<file path="src/rtl/lotoa_pkg.sv">
`timescale 1ns / 1ps
// ----------------------------------------------------------------------------
// lotoa_pkg
// shared types, widths and tables for the time-on-air calculator
// ----------------------------------------------------------------------------
package lotoa_pkg;

    localparam int LEN_W      = 8;
    localparam int MS_W       = 26;
    localparam int CFG_W      = 16;
    localparam int IDX_W      = 2;
    localparam int PRE_W      = 16;
    localparam int SF_W       = 4;
    localparam int CR4_W      = 4;
    localparam int DEN_W      = 6;
    localparam int NUM_W      = 12;
    localparam int CQ_W       = 8;
    localparam int CREM_W     = 6;
    localparam int Q_W        = 19;
    localparam int SH_W       = Q_W + 12;
    localparam int N_W        = 40;
    localparam int BW_W       = 19;
    localparam int D_W        = 20;
    localparam int DQ_W       = MS_W;
    localparam int DREM_W     = 20;
    localparam int FIFO_DEPTH_DEF = 4;

    localparam logic [MS_W-1:0] AIRTIME_MAX = MS_W'(40000000);

    localparam logic [IDX_W-1:0] REG_MODEM_ONE   = 2'd0;
    localparam logic [IDX_W-1:0] REG_MODEM_TWO   = 2'd1;
    localparam logic [IDX_W-1:0] REG_MODEM_THREE = 2'd2;
    localparam logic [IDX_W-1:0] REG_PREAMBLE    = 2'd3;

    typedef struct packed {
        logic [7:0]       modem_one;
        logic [7:0]       modem_two;
        logic [7:0]       modem_three;
        logic [PRE_W-1:0] preamble;
    } cfg_t;

    typedef struct packed {
        logic             zero;
        logic [NUM_W-1:0] cnum;
        logic [DEN_W-1:0] den;
        logic [CR4_W-1:0] cr4;
        logic [SF_W-1:0]  sf;
        logic [BW_W-1:0]  bw;
        logic [PRE_W-1:0] pre;
    } job_t;

    typedef struct packed {
        logic full;
        logic empty;
        logic push;
        logic pop;
    } fifo_stat_t;

    function automatic logic [BW_W-1:0] bw_hz(input logic [3:0] code);
        logic [BW_W-1:0] hz;
        unique case (code)
            4'd0:    hz = BW_W'(7800);
            4'd1:    hz = BW_W'(10400);
            4'd2:    hz = BW_W'(15600);
            4'd3:    hz = BW_W'(20800);
            4'd4:    hz = BW_W'(31250);
            4'd5:    hz = BW_W'(41700);
            4'd6:    hz = BW_W'(62500);
            4'd7:    hz = BW_W'(125000);
            4'd8:    hz = BW_W'(250000);
            4'd9:    hz = BW_W'(500000);
            default: hz = BW_W'(125000);
        endcase
        return hz;
    endfunction

endpackage

</file>
<file path="src/rtl/lotoa_front.sv">
`timescale 1ns / 1ps
// ----------------------------------------------------------------------------
// lotoa_front
// accepts payload lengths and decodes the modem setup into a job record
// ----------------------------------------------------------------------------
module lotoa_front (
    input  logic                        aclk,
    input  logic                        aresetn,
    input  lotoa_pkg::cfg_t             cfg,
    input  logic                        s_valid,
    output logic                        s_ready,
    input  logic [lotoa_pkg::LEN_W-1:0] s_payload_length,
    output logic                        push_valid,
    input  logic                        push_ready,
    output lotoa_pkg::job_t             push_job
);
    import lotoa_pkg::*;

    logic             vld_reg, vld_next;
    job_t             job_reg, job_next;
    logic [SF_W-1:0]  sf_raw, sf;
    logic [2:0]       cr_raw, cr;
    logic [12:0]      pos, neg, num;
    logic [DEN_W-1:0] den;
    logic             take;

    always_comb begin
        sf_raw = cfg.modem_two[7:4];
        if (sf_raw < 4'd6) begin
            sf = 4'd6;
        end else if (sf_raw > 4'd12) begin
            sf = 4'd12;
        end else begin
            sf = sf_raw;
        end
        cr_raw = cfg.modem_one[3:1];
        if (cr_raw == 3'd0) begin
            cr = 3'd1;
        end else if (cr_raw > 3'd4) begin
            cr = 3'd4;
        end else begin
            cr = cr_raw;
        end
        den = {sf - (cfg.modem_three[3] ? 4'd2 : 4'd0), 2'b00};
        pos = 13'({s_payload_length, 3'b000}) + 13'd28
            + (cfg.modem_two[2] ? 13'd16 : 13'd0);
        neg = 13'({sf, 2'b00}) + (cfg.modem_one[0] ? 13'd20 : 13'd0);
        num = pos - neg;

        job_next.zero = (s_payload_length == '0);
        job_next.cnum = (pos <= neg) ? '0 : NUM_W'(num + 13'(den) - 13'd1);
        job_next.den  = den;
        job_next.cr4  = CR4_W'(cr) + CR4_W'(4);
        job_next.sf   = sf;
        job_next.bw   = bw_hz(cfg.modem_one[7:4]);
        job_next.pre  = cfg.preamble;
    end

    assign s_ready    = !vld_reg || push_ready;
    assign take       = s_valid && s_ready;
    assign push_valid = vld_reg;
    assign push_job   = job_reg;

    always_comb begin
        vld_next = vld_reg;
        if (take) begin
            vld_next = 1'b1;
        end else if (push_ready) begin
            vld_next = 1'b0;
        end
    end

    always_ff @(posedge aclk) begin
        if (!aresetn) begin
            vld_reg <= 1'b0;
        end else begin
            vld_reg <= vld_next;
        end
    end

    always_ff @(posedge aclk) begin
        if (take) begin
            job_reg <= job_next;
        end
    end

endmodule

</file>
<file path="src/rtl/lotoa_fifo.sv">
`timescale 1ns / 1ps
// ----------------------------------------------------------------------------
// lotoa_fifo
// short job queue between the decode front and the arithmetic back
// ----------------------------------------------------------------------------
module lotoa_fifo #(
    parameter int DEPTH = lotoa_pkg::FIFO_DEPTH_DEF
) (
    input  logic                 aclk,
    input  logic                 aresetn,
    input  logic                 push_valid,
    output logic                 push_ready,
    input  lotoa_pkg::job_t      push_job,
    output logic                 pop_valid,
    input  logic                 pop_ready,
    output lotoa_pkg::job_t      pop_job,
    output lotoa_pkg::fifo_stat_t stat
);
    import lotoa_pkg::*;

    localparam int PTR_W = (DEPTH > 1) ? $clog2(DEPTH) : 1;
    localparam int CNT_W = $clog2(DEPTH + 1);

    job_t             mem [DEPTH];
    logic [PTR_W-1:0] wr_ptr_reg, wr_ptr_next, rd_ptr_reg, rd_ptr_next;
    logic [CNT_W-1:0] cnt_reg, cnt_next;
    logic             push, pop;

    assign push_ready = (cnt_reg != CNT_W'(DEPTH));
    assign pop_valid  = (cnt_reg != '0);
    assign push       = push_valid && push_ready;
    assign pop        = pop_valid && pop_ready;
    assign pop_job    = mem[rd_ptr_reg];

    assign stat.full  = !push_ready;
    assign stat.empty = !pop_valid;
    assign stat.push  = push_valid && push_ready;
    assign stat.pop   = pop_ready && pop_valid;

    always_comb begin
        wr_ptr_next = wr_ptr_reg;
        rd_ptr_next = rd_ptr_reg;
        if (push) begin
            wr_ptr_next = (wr_ptr_reg == PTR_W'(DEPTH - 1)) ? '0 : wr_ptr_reg + 1'b1;
        end
        if (pop) begin
            rd_ptr_next = (rd_ptr_reg == PTR_W'(DEPTH - 1)) ? '0 : rd_ptr_reg + 1'b1;
        end
        cnt_next = cnt_reg + CNT_W'(push) - CNT_W'(pop);
    end

    always_ff @(posedge aclk) begin
        if (!aresetn) begin
            wr_ptr_reg <= '0;
            rd_ptr_reg <= '0;
            cnt_reg    <= '0;
        end else begin
            wr_ptr_reg <= wr_ptr_next;
            rd_ptr_reg <= rd_ptr_next;
            cnt_reg    <= cnt_next;
        end
    end

    always_ff @(posedge aclk) begin
        if (push) begin
            mem[wr_ptr_reg] <= push_job;
        end
    end

endmodule

</file>
<file path="src/rtl/lotoa_back.sv">
`timescale 1ns / 1ps
// ----------------------------------------------------------------------------
// lotoa_back
// pipelined symbol ceiling, quarter-symbol scaling and bandwidth division
// ----------------------------------------------------------------------------
module lotoa_back (
    input  logic                       aclk,
    input  logic                       aresetn,
    input  logic                       pop_valid,
    output logic                       pop_ready,
    input  lotoa_pkg::job_t            pop_job,
    output logic                       m_valid,
    input  logic                       m_ready,
    output logic [lotoa_pkg::MS_W-1:0] m_airtime_ms
);
    import lotoa_pkg::*;

    localparam int CS = CQ_W;
    localparam int DS = DQ_W;

    logic adv;

    // ceiling division stages
    logic              c_vld_reg [CS];
    job_t              c_job_reg [CS];
    logic [CREM_W-1:0] c_rem_reg [CS];
    logic [CQ_W-1:0]   c_q_reg   [CS];

    // scaling stages
    logic              q_vld_reg;
    logic              q_zero_reg;
    logic [SF_W-1:0]   q_sf_reg;
    logic [BW_W-1:0]   q_bw_reg;
    logic [Q_W-1:0]    q_qtr_reg, q_qtr_next;
    logic              n_vld_reg;
    logic              n_zero_reg;
    logic [D_W-1:0]    n_d_reg;
    logic [N_W-1:0]    n_num_reg, n_num_next;
    logic [SH_W-1:0]   shifted;

    // bandwidth division stages
    logic              d_vld_reg  [DS];
    logic              d_zero_reg [DS];
    logic [D_W-1:0]    d_d_reg    [DS];
    logic [N_W-1:0]    d_num_reg  [DS];
    logic [DREM_W-1:0] d_rem_reg  [DS];
    logic [DQ_W-1:0]   d_q_reg    [DS];

    logic              out_vld_reg;
    logic [MS_W-1:0]   out_ms_reg, out_ms_next;

    assign adv          = !out_vld_reg || m_ready;
    assign pop_ready    = adv;
    assign m_valid      = out_vld_reg;
    assign m_airtime_ms = out_ms_reg;

    for (genvar i = 0; i < CS; i++) begin : g_ceil
        logic              in_vld;
        job_t              in_job;
        logic [CREM_W-1:0] in_rem;
        logic [CQ_W-1:0]   in_q;
        logic [CREM_W:0]   trial;
        logic              ge;

        if (i == 0) begin : g_first
            assign in_vld = pop_valid;
            assign in_job = pop_job;
            assign in_rem = CREM_W'(pop_job.cnum[NUM_W-1:CQ_W]);
            assign in_q   = '0;
        end else begin : g_next
            assign in_vld = c_vld_reg[i-1];
            assign in_job = c_job_reg[i-1];
            assign in_rem = c_rem_reg[i-1];
            assign in_q   = c_q_reg[i-1];
        end

        assign trial = {in_rem, in_job.cnum[CQ_W-1-i]};
        assign ge    = (trial >= (CREM_W+1)'(in_job.den));

        always_ff @(posedge aclk) begin
            if (!aresetn) begin
                c_vld_reg[i] <= 1'b0;
            end else if (adv) begin
                c_vld_reg[i] <= in_vld;
            end
        end

        always_ff @(posedge aclk) begin
            if (adv) begin
                c_job_reg[i] <= in_job;
                c_rem_reg[i] <= ge ? CREM_W'(trial - (CREM_W+1)'(in_job.den))
                                   : CREM_W'(trial);
                c_q_reg[i]   <= {in_q[CQ_W-2:0], ge};
            end
        end
    end

    always_comb begin
        q_qtr_next = Q_W'({c_job_reg[CS-1].pre, 2'b00}) + Q_W'(49)
                   + Q_W'({Q_W'(c_q_reg[CS-1]) * Q_W'(c_job_reg[CS-1].cr4), 2'b00});
        shifted    = SH_W'(q_qtr_reg) << q_sf_reg;
        n_num_next = N_W'(shifted) * N_W'(500) + N_W'(q_bw_reg);
    end

    always_ff @(posedge aclk) begin
        if (!aresetn) begin
            q_vld_reg <= 1'b0;
            n_vld_reg <= 1'b0;
        end else if (adv) begin
            q_vld_reg <= c_vld_reg[CS-1];
            n_vld_reg <= q_vld_reg;
        end
    end

    always_ff @(posedge aclk) begin
        if (adv) begin
            q_zero_reg <= c_job_reg[CS-1].zero;
            q_sf_reg   <= c_job_reg[CS-1].sf;
            q_bw_reg   <= c_job_reg[CS-1].bw;
            q_qtr_reg  <= q_qtr_next;
            n_zero_reg <= q_zero_reg;
            n_d_reg    <= {q_bw_reg, 1'b0};
            n_num_reg  <= n_num_next;
        end
    end

    for (genvar i = 0; i < DS; i++) begin : g_div
        logic              in_vld;
        logic              in_zero;
        logic [D_W-1:0]    in_d;
        logic [N_W-1:0]    in_num;
        logic [DREM_W-1:0] in_rem;
        logic [DQ_W-1:0]   in_q;
        logic [DREM_W:0]   trial;
        logic              ge;

        if (i == 0) begin : g_first
            assign in_vld  = n_vld_reg;
            assign in_zero = n_zero_reg;
            assign in_d    = n_d_reg;
            assign in_num  = n_num_reg;
            assign in_rem  = DREM_W'(n_num_reg[N_W-1:DQ_W]);
            assign in_q    = '0;
        end else begin : g_next
            assign in_vld  = d_vld_reg[i-1];
            assign in_zero = d_zero_reg[i-1];
            assign in_d    = d_d_reg[i-1];
            assign in_num  = d_num_reg[i-1];
            assign in_rem  = d_rem_reg[i-1];
            assign in_q    = d_q_reg[i-1];
        end

        assign trial = {in_rem, in_num[DQ_W-1-i]};
        assign ge    = (trial >= (DREM_W+1)'(in_d));

        always_ff @(posedge aclk) begin
            if (!aresetn) begin
                d_vld_reg[i] <= 1'b0;
            end else if (adv) begin
                d_vld_reg[i] <= in_vld;
            end
        end

        always_ff @(posedge aclk) begin
            if (adv) begin
                d_zero_reg[i] <= in_zero;
                d_d_reg[i]    <= in_d;
                d_num_reg[i]  <= in_num;
                d_rem_reg[i]  <= ge ? DREM_W'(trial - (DREM_W+1)'(in_d))
                                    : DREM_W'(trial);
                d_q_reg[i]    <= {in_q[DQ_W-2:0], ge};
            end
        end
    end

    always_comb begin
        if (d_zero_reg[DS-1]) begin
            out_ms_next = '0;
        end else if (d_q_reg[DS-1] > AIRTIME_MAX) begin
            out_ms_next = AIRTIME_MAX;
        end else begin
            out_ms_next = d_q_reg[DS-1];
        end
    end

    always_ff @(posedge aclk) begin
        if (!aresetn) begin
            out_vld_reg <= 1'b0;
        end else if (adv) begin
            out_vld_reg <= d_vld_reg[DS-1];
        end
    end

    always_ff @(posedge aclk) begin
        if (adv) begin
            out_ms_reg <= out_ms_next;
        end
    end

endmodule

</file>
<file path="src/rtl/lora_time_on_air_calc_core.sv">
`timescale 1ns / 1ps
// ----------------------------------------------------------------------------
// lora_time_on_air_calc_core
// LoRa packet time on air in milliseconds from a payload length
// ----------------------------------------------------------------------------
// One payload length is taken per clock while s_ready is high, and one
// rounded, saturating airtime comes out per length, in order. After the
// decode register a length passes through the bit-serial symbol ceiling,
// the quarter-symbol scaling registers, the pipelined bandwidth divider and
// the output register. Stalls at the output hold the whole arithmetic
// pipeline; the job queue absorbs up to FIFO_DEPTH lengths.
// ----------------------------------------------------------------------------
module lora_time_on_air_calc_core #(
    parameter int FIFO_DEPTH = lotoa_pkg::FIFO_DEPTH_DEF
) (
    input  logic                        aclk,
    input  logic                        aresetn,
    input  logic                        cfg_we,
    input  logic [lotoa_pkg::IDX_W-1:0] cfg_addr,
    input  logic [lotoa_pkg::CFG_W-1:0] cfg_wdata,
    input  logic                        s_valid,
    output logic                        s_ready,
    input  logic [lotoa_pkg::LEN_W-1:0] s_payload_length,
    output logic                        m_valid,
    input  logic                        m_ready,
    output logic [lotoa_pkg::MS_W-1:0]  m_airtime_ms
);
    import lotoa_pkg::*;

    cfg_t       cfg_reg;
    logic       push_valid, push_ready, pop_valid, pop_ready;
    job_t       push_job, pop_job;
    fifo_stat_t stat;

    always_ff @(posedge aclk) begin
        if (!aresetn) begin
            cfg_reg.modem_one   <= 8'd114;
            cfg_reg.modem_two   <= 8'd116;
            cfg_reg.modem_three <= 8'd4;
            cfg_reg.preamble    <= PRE_W'(12);
        end else if (cfg_we) begin
            unique case (cfg_addr)
                REG_MODEM_ONE:   cfg_reg.modem_one   <= cfg_wdata[7:0];
                REG_MODEM_TWO:   cfg_reg.modem_two   <= cfg_wdata[7:0];
                REG_MODEM_THREE: cfg_reg.modem_three <= cfg_wdata[7:0];
                REG_PREAMBLE:    cfg_reg.preamble    <= cfg_wdata[PRE_W-1:0];
                default: ;
            endcase
        end
    end

    lotoa_front u_front (
        .aclk             (aclk),
        .aresetn          (aresetn),
        .cfg              (cfg_reg),
        .s_valid          (s_valid),
        .s_ready          (s_ready),
        .s_payload_length (s_payload_length),
        .push_valid       (push_valid),
        .push_ready       (push_ready),
        .push_job         (push_job)
    );

    lotoa_fifo #(
        .DEPTH (FIFO_DEPTH)
    ) u_fifo (
        .aclk       (aclk),
        .aresetn    (aresetn),
        .push_valid (push_valid),
        .push_ready (push_ready),
        .push_job   (push_job),
        .pop_valid  (pop_valid),
        .pop_ready  (pop_ready),
        .pop_job    (pop_job),
        .stat       (stat)
    );

    lotoa_back u_back (
        .aclk         (aclk),
        .aresetn      (aresetn),
        .pop_valid    (pop_valid),
        .pop_ready    (pop_ready),
        .pop_job      (pop_job),
        .m_valid      (m_valid),
        .m_ready      (m_ready),
        .m_airtime_ms (m_airtime_ms)
    );

    a_ms_bound: assert property (@(posedge aclk) disable iff (!aresetn)
        m_valid |-> (m_airtime_ms <= AIRTIME_MAX))
        else $error("airtime above saturation limit");

    a_no_overflow: assert property (@(posedge aclk) disable iff (!aresetn)
        stat.full |-> !stat.push)
        else $error("job queue written while full");

    a_no_underflow: assert property (@(posedge aclk) disable iff (!aresetn)
        stat.empty |-> !stat.pop)
        else $error("job queue read while empty");

endmodule

</file>
<file path="config.mk">
export PLATFORM = sky130hd
export DESIGN_NAME = lora_time_on_air_calc_core
export DESIGN_NICKNAME = d
export VERILOG_FILES = /design/src/rtl/lotoa_pkg.sv /design/src/rtl/lotoa_front.sv /design/src/rtl/lotoa_fifo.sv /design/src/rtl/lotoa_back.sv /design/src/rtl/lora_time_on_air_calc_core.sv
export SDC_FILE = /design/constraint.sdc
export NUM_CORES = 2
export LEC_CHECK = 0
export BUFFER_PORTS_ARGS = -buffer_cell sky130_fd_sc_hd__buf_4
export CELL_PAD_IN_SITES_DETAIL_PLACEMENT = 2
export CELL_PAD_IN_SITES_GLOBAL_PLACEMENT = 2
export CORE_MARGIN = 5
export CORE_UTILIZATION = 52
export CTS_BUF_LIST = sky130_fd_sc_hd__clkbuf_8
export CTS_CLUSTER_SIZE = 8
export DETAILED_ROUTE_END_ITERATION = 16
export GPL_ROUTABILITY_DRIVEN = 0
export PLACE_DENSITY_LB_ADDON = 0.3
export SYNTH_ARGS = -nofsm -noshare
export SYNTH_HDL_FRONTEND = slang
export SYNTH_SLANG_ARGS = --single-unit
</file>
<file path="constraint.sdc">
create_clock -name aclk -period 175.3 [get_ports aclk]
set_input_delay 8.765 -clock aclk [delete_from_list [all_inputs] [get_ports aclk]]
set_output_delay 8.765 -clock aclk [all_outputs]
set_load 0.005 [all_outputs]
</file>
* Word level (Yosys, flattened, before mapping) *
Memory sizes are Yosys's and may differ from the RTL's. A register that Yosys moved wholly into a read port is not among the register bits.
Cells that the tools add are included.

storage, ports and cells
  memory bits (read-only) = 288
  memories kept = 12
  memory bits (writable) = 3664
  register bits after elaboration = 234
  word-level logic and storage cells = 276

operators by class
  equal/unequal tests = 6
  multiplexer cells = 89
  reduce and logical (&&, ||, !) cells = 19
  bitwise operators = 34
  order comparisons = 39
  multiply operators = 2
  add/sub/neg operators = 49
  shift operators = 1

memories
  memory            words  width  rd ports  clocked after memory_dff  wr ports  RTL line          source
  u_back.d_num_reg  26     40     25        0                         26        lotoa_back.sv:45  logic [N_W-1:0] d_num_reg [DS];
  u_back.d_q_reg    26     26     26        0                         26        lotoa_back.sv:47  logic [DQ_W-1:0] d_q_reg [DS];
  u_back.d_d_reg    26     20     25        0                         26        lotoa_back.sv:44  logic [D_W-1:0] d_d_reg [DS];
  u_back.d_rem_reg  26     20     25        0                         26        lotoa_back.sv:46  logic [DREM_W-1:0] d_rem_reg [DS];
  u_back.c_job_reg  8      62     8         0                         8         lotoa_back.sv:25  job_t c_job_reg [CS];
  (no name shown)   16     18     1         1                         0         lotoa_pkg.sv:61   unique case (code)
  6 more memories   n/a    n/a    n/a       n/a                       n/a       n/a

operators by type and width
  cell                                                 number
  greater-or-equal comparator 21 x 20 -> 1 bit         25
  2-to-1 mux 20 bit                                    26
  subtractor 20 bit                                    25
  greater-or-equal comparator 7 x 6 -> 1 bit           7
  2-to-1 mux 6 bit                                     8
  2-to-1 mux 1 bit                                     43
  subtractor 6 bit                                     7
  adder 40 x 19 -> 40 bit                              1
  multiplier 31 x 7 -> 38 bit (second input constant)  1
  OR 1 bit                                             34
  << shifter 19 x 4 -> 31 bit                          1
  > comparator 26 bit (second input constant)          1
  2-to-1 mux 26 bit                                    1
  greater-or-equal comparator 15 x 20 -> 1 bit         1
  subtractor 15 x 20 -> 20 bit                         1
  adder 18 x 6 -> 19 bit (second input constant)       1
  adder 19 x 14 -> 19 bit                              1
  adder 12 x 5 -> 13 bit                               1
  less-or-equal comparator 13 bit                      1
  adder 11 x 5 -> 12 bit (second input constant)       1
  adder 12 x 6 -> 12 bit                               1
  multiplier 8 x 4 -> 12 bit                           1
  subtractor 12 x 1 -> 12 bit (second input constant)  1
  subtractor 12 bit                                    1
  other kinds (28)                                     48

* Logic depth before layout (Yosys ltp) *
  word-level depth = 7
  gate-level depth with buffers = 32
  mapped depth without buffers = 31

* Cells and area by module *
A second synthesis with hierarchy kept.

second synthesis, totals
  cell total of the unflattened synthesis = 8685
  area total of the unflattened synthesis = 121497.8 um^2

modules (own cells, without submodules)
  module                      area an instance (um^2)  cells each  instances
  lotoa_back                  107301.7                 7882        1
  lotoa_fifo                  9429.0                   380         1
  lotoa_front                 3200.6                   264         1
  lora_time_on_air_calc_core  1566.5                   159         1

* Worst setup path before layout *
No wires, ideal clock.

  path kind = input port to flip-flop
  from = input port m_ready
  to = memory u_back.c_vld_reg[1] (data pin)
  setup time = 0.421 ns
  data required time = 174.879 ns
  path slack = 102.704 ns
  stages = 5
  data arrival time = 72.175 ns
  cells stage by stage = nor2b_1 clkbuf_1 inv_1 clkbuf_1 and3_1

RTL lines
  element             RTL line                          source
  start: declaration  lora_time_on_air_calc_core.sv:25  input logic m_ready,
  end: declaration    lotoa_back.sv:24                  logic c_vld_reg [CS];

==> results.ini <==
[cts]
clock_latency_ns = 1.22
clk_pin_slew_ns = 0.15
cts_tree = yes
cts-buffers-inserted = 439
clock_sink_count = 2551
holdBufCountCts = 0
h-tree-depth = 5
postCtsSetupRepairBufs = 0
cts.repair.resized = 0
cts_buffer_depth = 4
clockRootBuffer = clkbuf_8

[critical_path]
cpLargestDelayFamily = buffers and inverters
timing.rr.start = u_back.q_sf_reg[2]$_DFFE_PN_
end_kind = flop
cp.required_ns = 176.03
critPathBufInv = 8
r2r-end = u_back.g_div[0].in_num[37]$_DFFE_PN_
setup.worst_path.class = input port to flop
crit_fanout = 213
cp-start-kind = input port
worst_path_max_delay_cell = buf_4
reg2regPathDepth = 28
path_cells = buf_4 > nor2b_1 > buf_4 > inv_8 > buf_4 > buf_12 > buf_4 > buf_12 > buf_4
crit_arrival_ns = 14.77
cpMostUsedCell = buf_4
rrSetupSlack_ns = 164.90
max_stage_delay_ns = 1.01
crit_start = m_ready

[place]
io_buffers = 58
dp_slack_ns = 160.48
dp.cells = 11100
dp_hpwl_um = 275000

[synth]
ys.flop_type = edfxtp_1
synth_nets = 8981
yosys-top-cells-area = edfxtp_1 65%, ha_1 7.2%, inv_1 2.9%
ys_seq_area_frac = 0.656
ys_seq_elements = 2551
syn-instance-count = 8122
synth_cell_types = 92
synth_edf_count = 2506
synth.top_cell.area_share = 0.648
async_reset_ff_frac = 0
synth_most_common_cell = edfxtp_1
yosys_warnings = 0
synth_top_area_cell = edfxtp_1
ys_top_cells_by_count = 2506 x edfxtp_1, 892 x inv_1, 670 x ha_1
avgSynthCellArea_um2 = 14.3
synth_area_mm2 = 0.116

[floorplan]
dieArea_mm2 = 0.233
die_h_um = 482
die_w_um = 482
placeableCoreArea_mm2 = 0.222
start_util = 0.523
rows = 173
io_pins = 59

[drt]
finalWirelength_um = 461000
dr.pass1.iters = 6
antenna_left = 0
dr_total_vias = 78500
drc = 0
wl_per_cell_um = 38.9
drt_iter0_drc = 8676
viasPerCell = 6.61

[timing]
max_slew_margin = 0.0339
tns_ns = 0
final-setup-viol-count = 0
hold_viol = 0
rsz0062_at_grt = false
fin_crit_ns = 14.05
fin_skew_ns = 0.141
setup_slack_ns = 161.25
worst_slew_pin_slew_ns = 1.45
clock.fmax_mhz = 71.2
final.period_utilization = 0.0801
slew_viol_final = 0

[global_route]
grt.overflow.total = 0
grt_usage = 0.392
grt_max_degree = 214
antenna_found_initial = 28
grt_pass1_vias = 86800
grt_pass1_wl_um = 656000

[layout]
drive_gt1_frac = 0.107
final_nets = 9410
fill_cells = 19700
finalNonFillerCells = 11900
area_growth_pct = 10.2
final_util = 0.576
largest_reg_flops = 499

[status]
status = complete, no violations

[hold_path]
whs_path_depth = 0
min_to = u_back.c_job_reg[0][125]$_DFFE_PN_
hold_path_startpoint = u_back.c_job_reg[0][63]$_DFFE_PN_
hold_path_class = flop to flop

[run]
drv_cap = 0

## worst max-delay path by stage
| stage | endpoint | cells after the start |
|---|---|---|
| 2_1_floorplan | u_back.c_vld_reg[1]$_DFFE_PP_ | 5 |
| 3_3_place_gp | u_back.d_d_reg[0][202]$_DFFE_PN_ | 9 |
| 3_5_place_dp | u_back.d_q_reg[0][344]$_DFFE_PN_ | 9 |
| 4_1_cts | u_back.d_q_reg[0][287]$_DFFE_PN_ | 9 |
| 5_1_grt | u_back.d_q_reg[0][287]$_DFFE_PN_ | 9 |
| 6_report | u_back.d_rem_reg[0][217]$_DFFE_PN_ | 9 |
## worst reg2reg max path, delay by kind of cell, from the launching register on
family                   cells  cell delay (ns)
AO/OA/AOI/OAI                9             1.99
buffers and inverters        3             0.65
adder cells (fa/ha/maj)      6             2.99
flip-flops                   1             0.86
XOR/XNOR                     2             0.78
AND/OR/NAND/NOR              8             2.90
## through the flow
step,hold slack [ns],area [um2]
final,0.321,128000
after global routing,0.340,128000
after CTS,0.336,128000
after detailed placement,0.405,120000
after global placement,0.400,120000
after floorplan,0.400,116000
## kinds of logic after synthesis
family | synth area share
flops | 0.656
simple gates | 0.0674
compound gates | 0.0748
buf+inv | 0.0331
fa+ha+maj | 0.0995
xor+xnor | 0.0320
mux | 0.0372
## cell type report
type                            instances  area, um2  share of cell area
Antenna cell                           23       57.6            0.000450
Clock buffer                          450       6190              0.0484
Clock inverter                        312       1380              0.0108
Inverter                              894       3360              0.0263
Multi-Input combinational cell       4557      36100               0.283
Sequential cell                      2551      76200               0.596
Tap cell                             2975       3720              0.0291
Timing Repair Buffer                  108        871             0.00681
## cells in the final DEF (no fill, tap or decap), drive strengths merged, types with 81 or more instances in the layout
| master | n |
|---|---|
| a21o | 195 |
| a21oi | 396 |
| buf | 108 |
| clkbuf | 450 |
| clkinv | 156 |
| edfxtp | 2506 |
| fa | 158 |
| ha | 670 |
| inv | 1044 |
| mux2 | 201 |
| mux2i | 81 |
| nand2 | 460 |
| nand2b | 97 |
| nor2 | 435 |
| nor2b | 103 |
| nor3 | 94 |
| o21ai | 331 |
| xnor2 | 272 |
| xor2 | 152 |
## layer usage
metal | GRT usage | part of all wire
met1 | 0.422 | 0.34
met2 | 0.699 | 0.51
met3 | 0.0762 | 0.068
met4 | 0.262 | 0.081
met5 | 0 | 0.00020
Power is not shown: default switching activity piles up to over one toggle a cycle in this logic, so the estimate is an artifact.
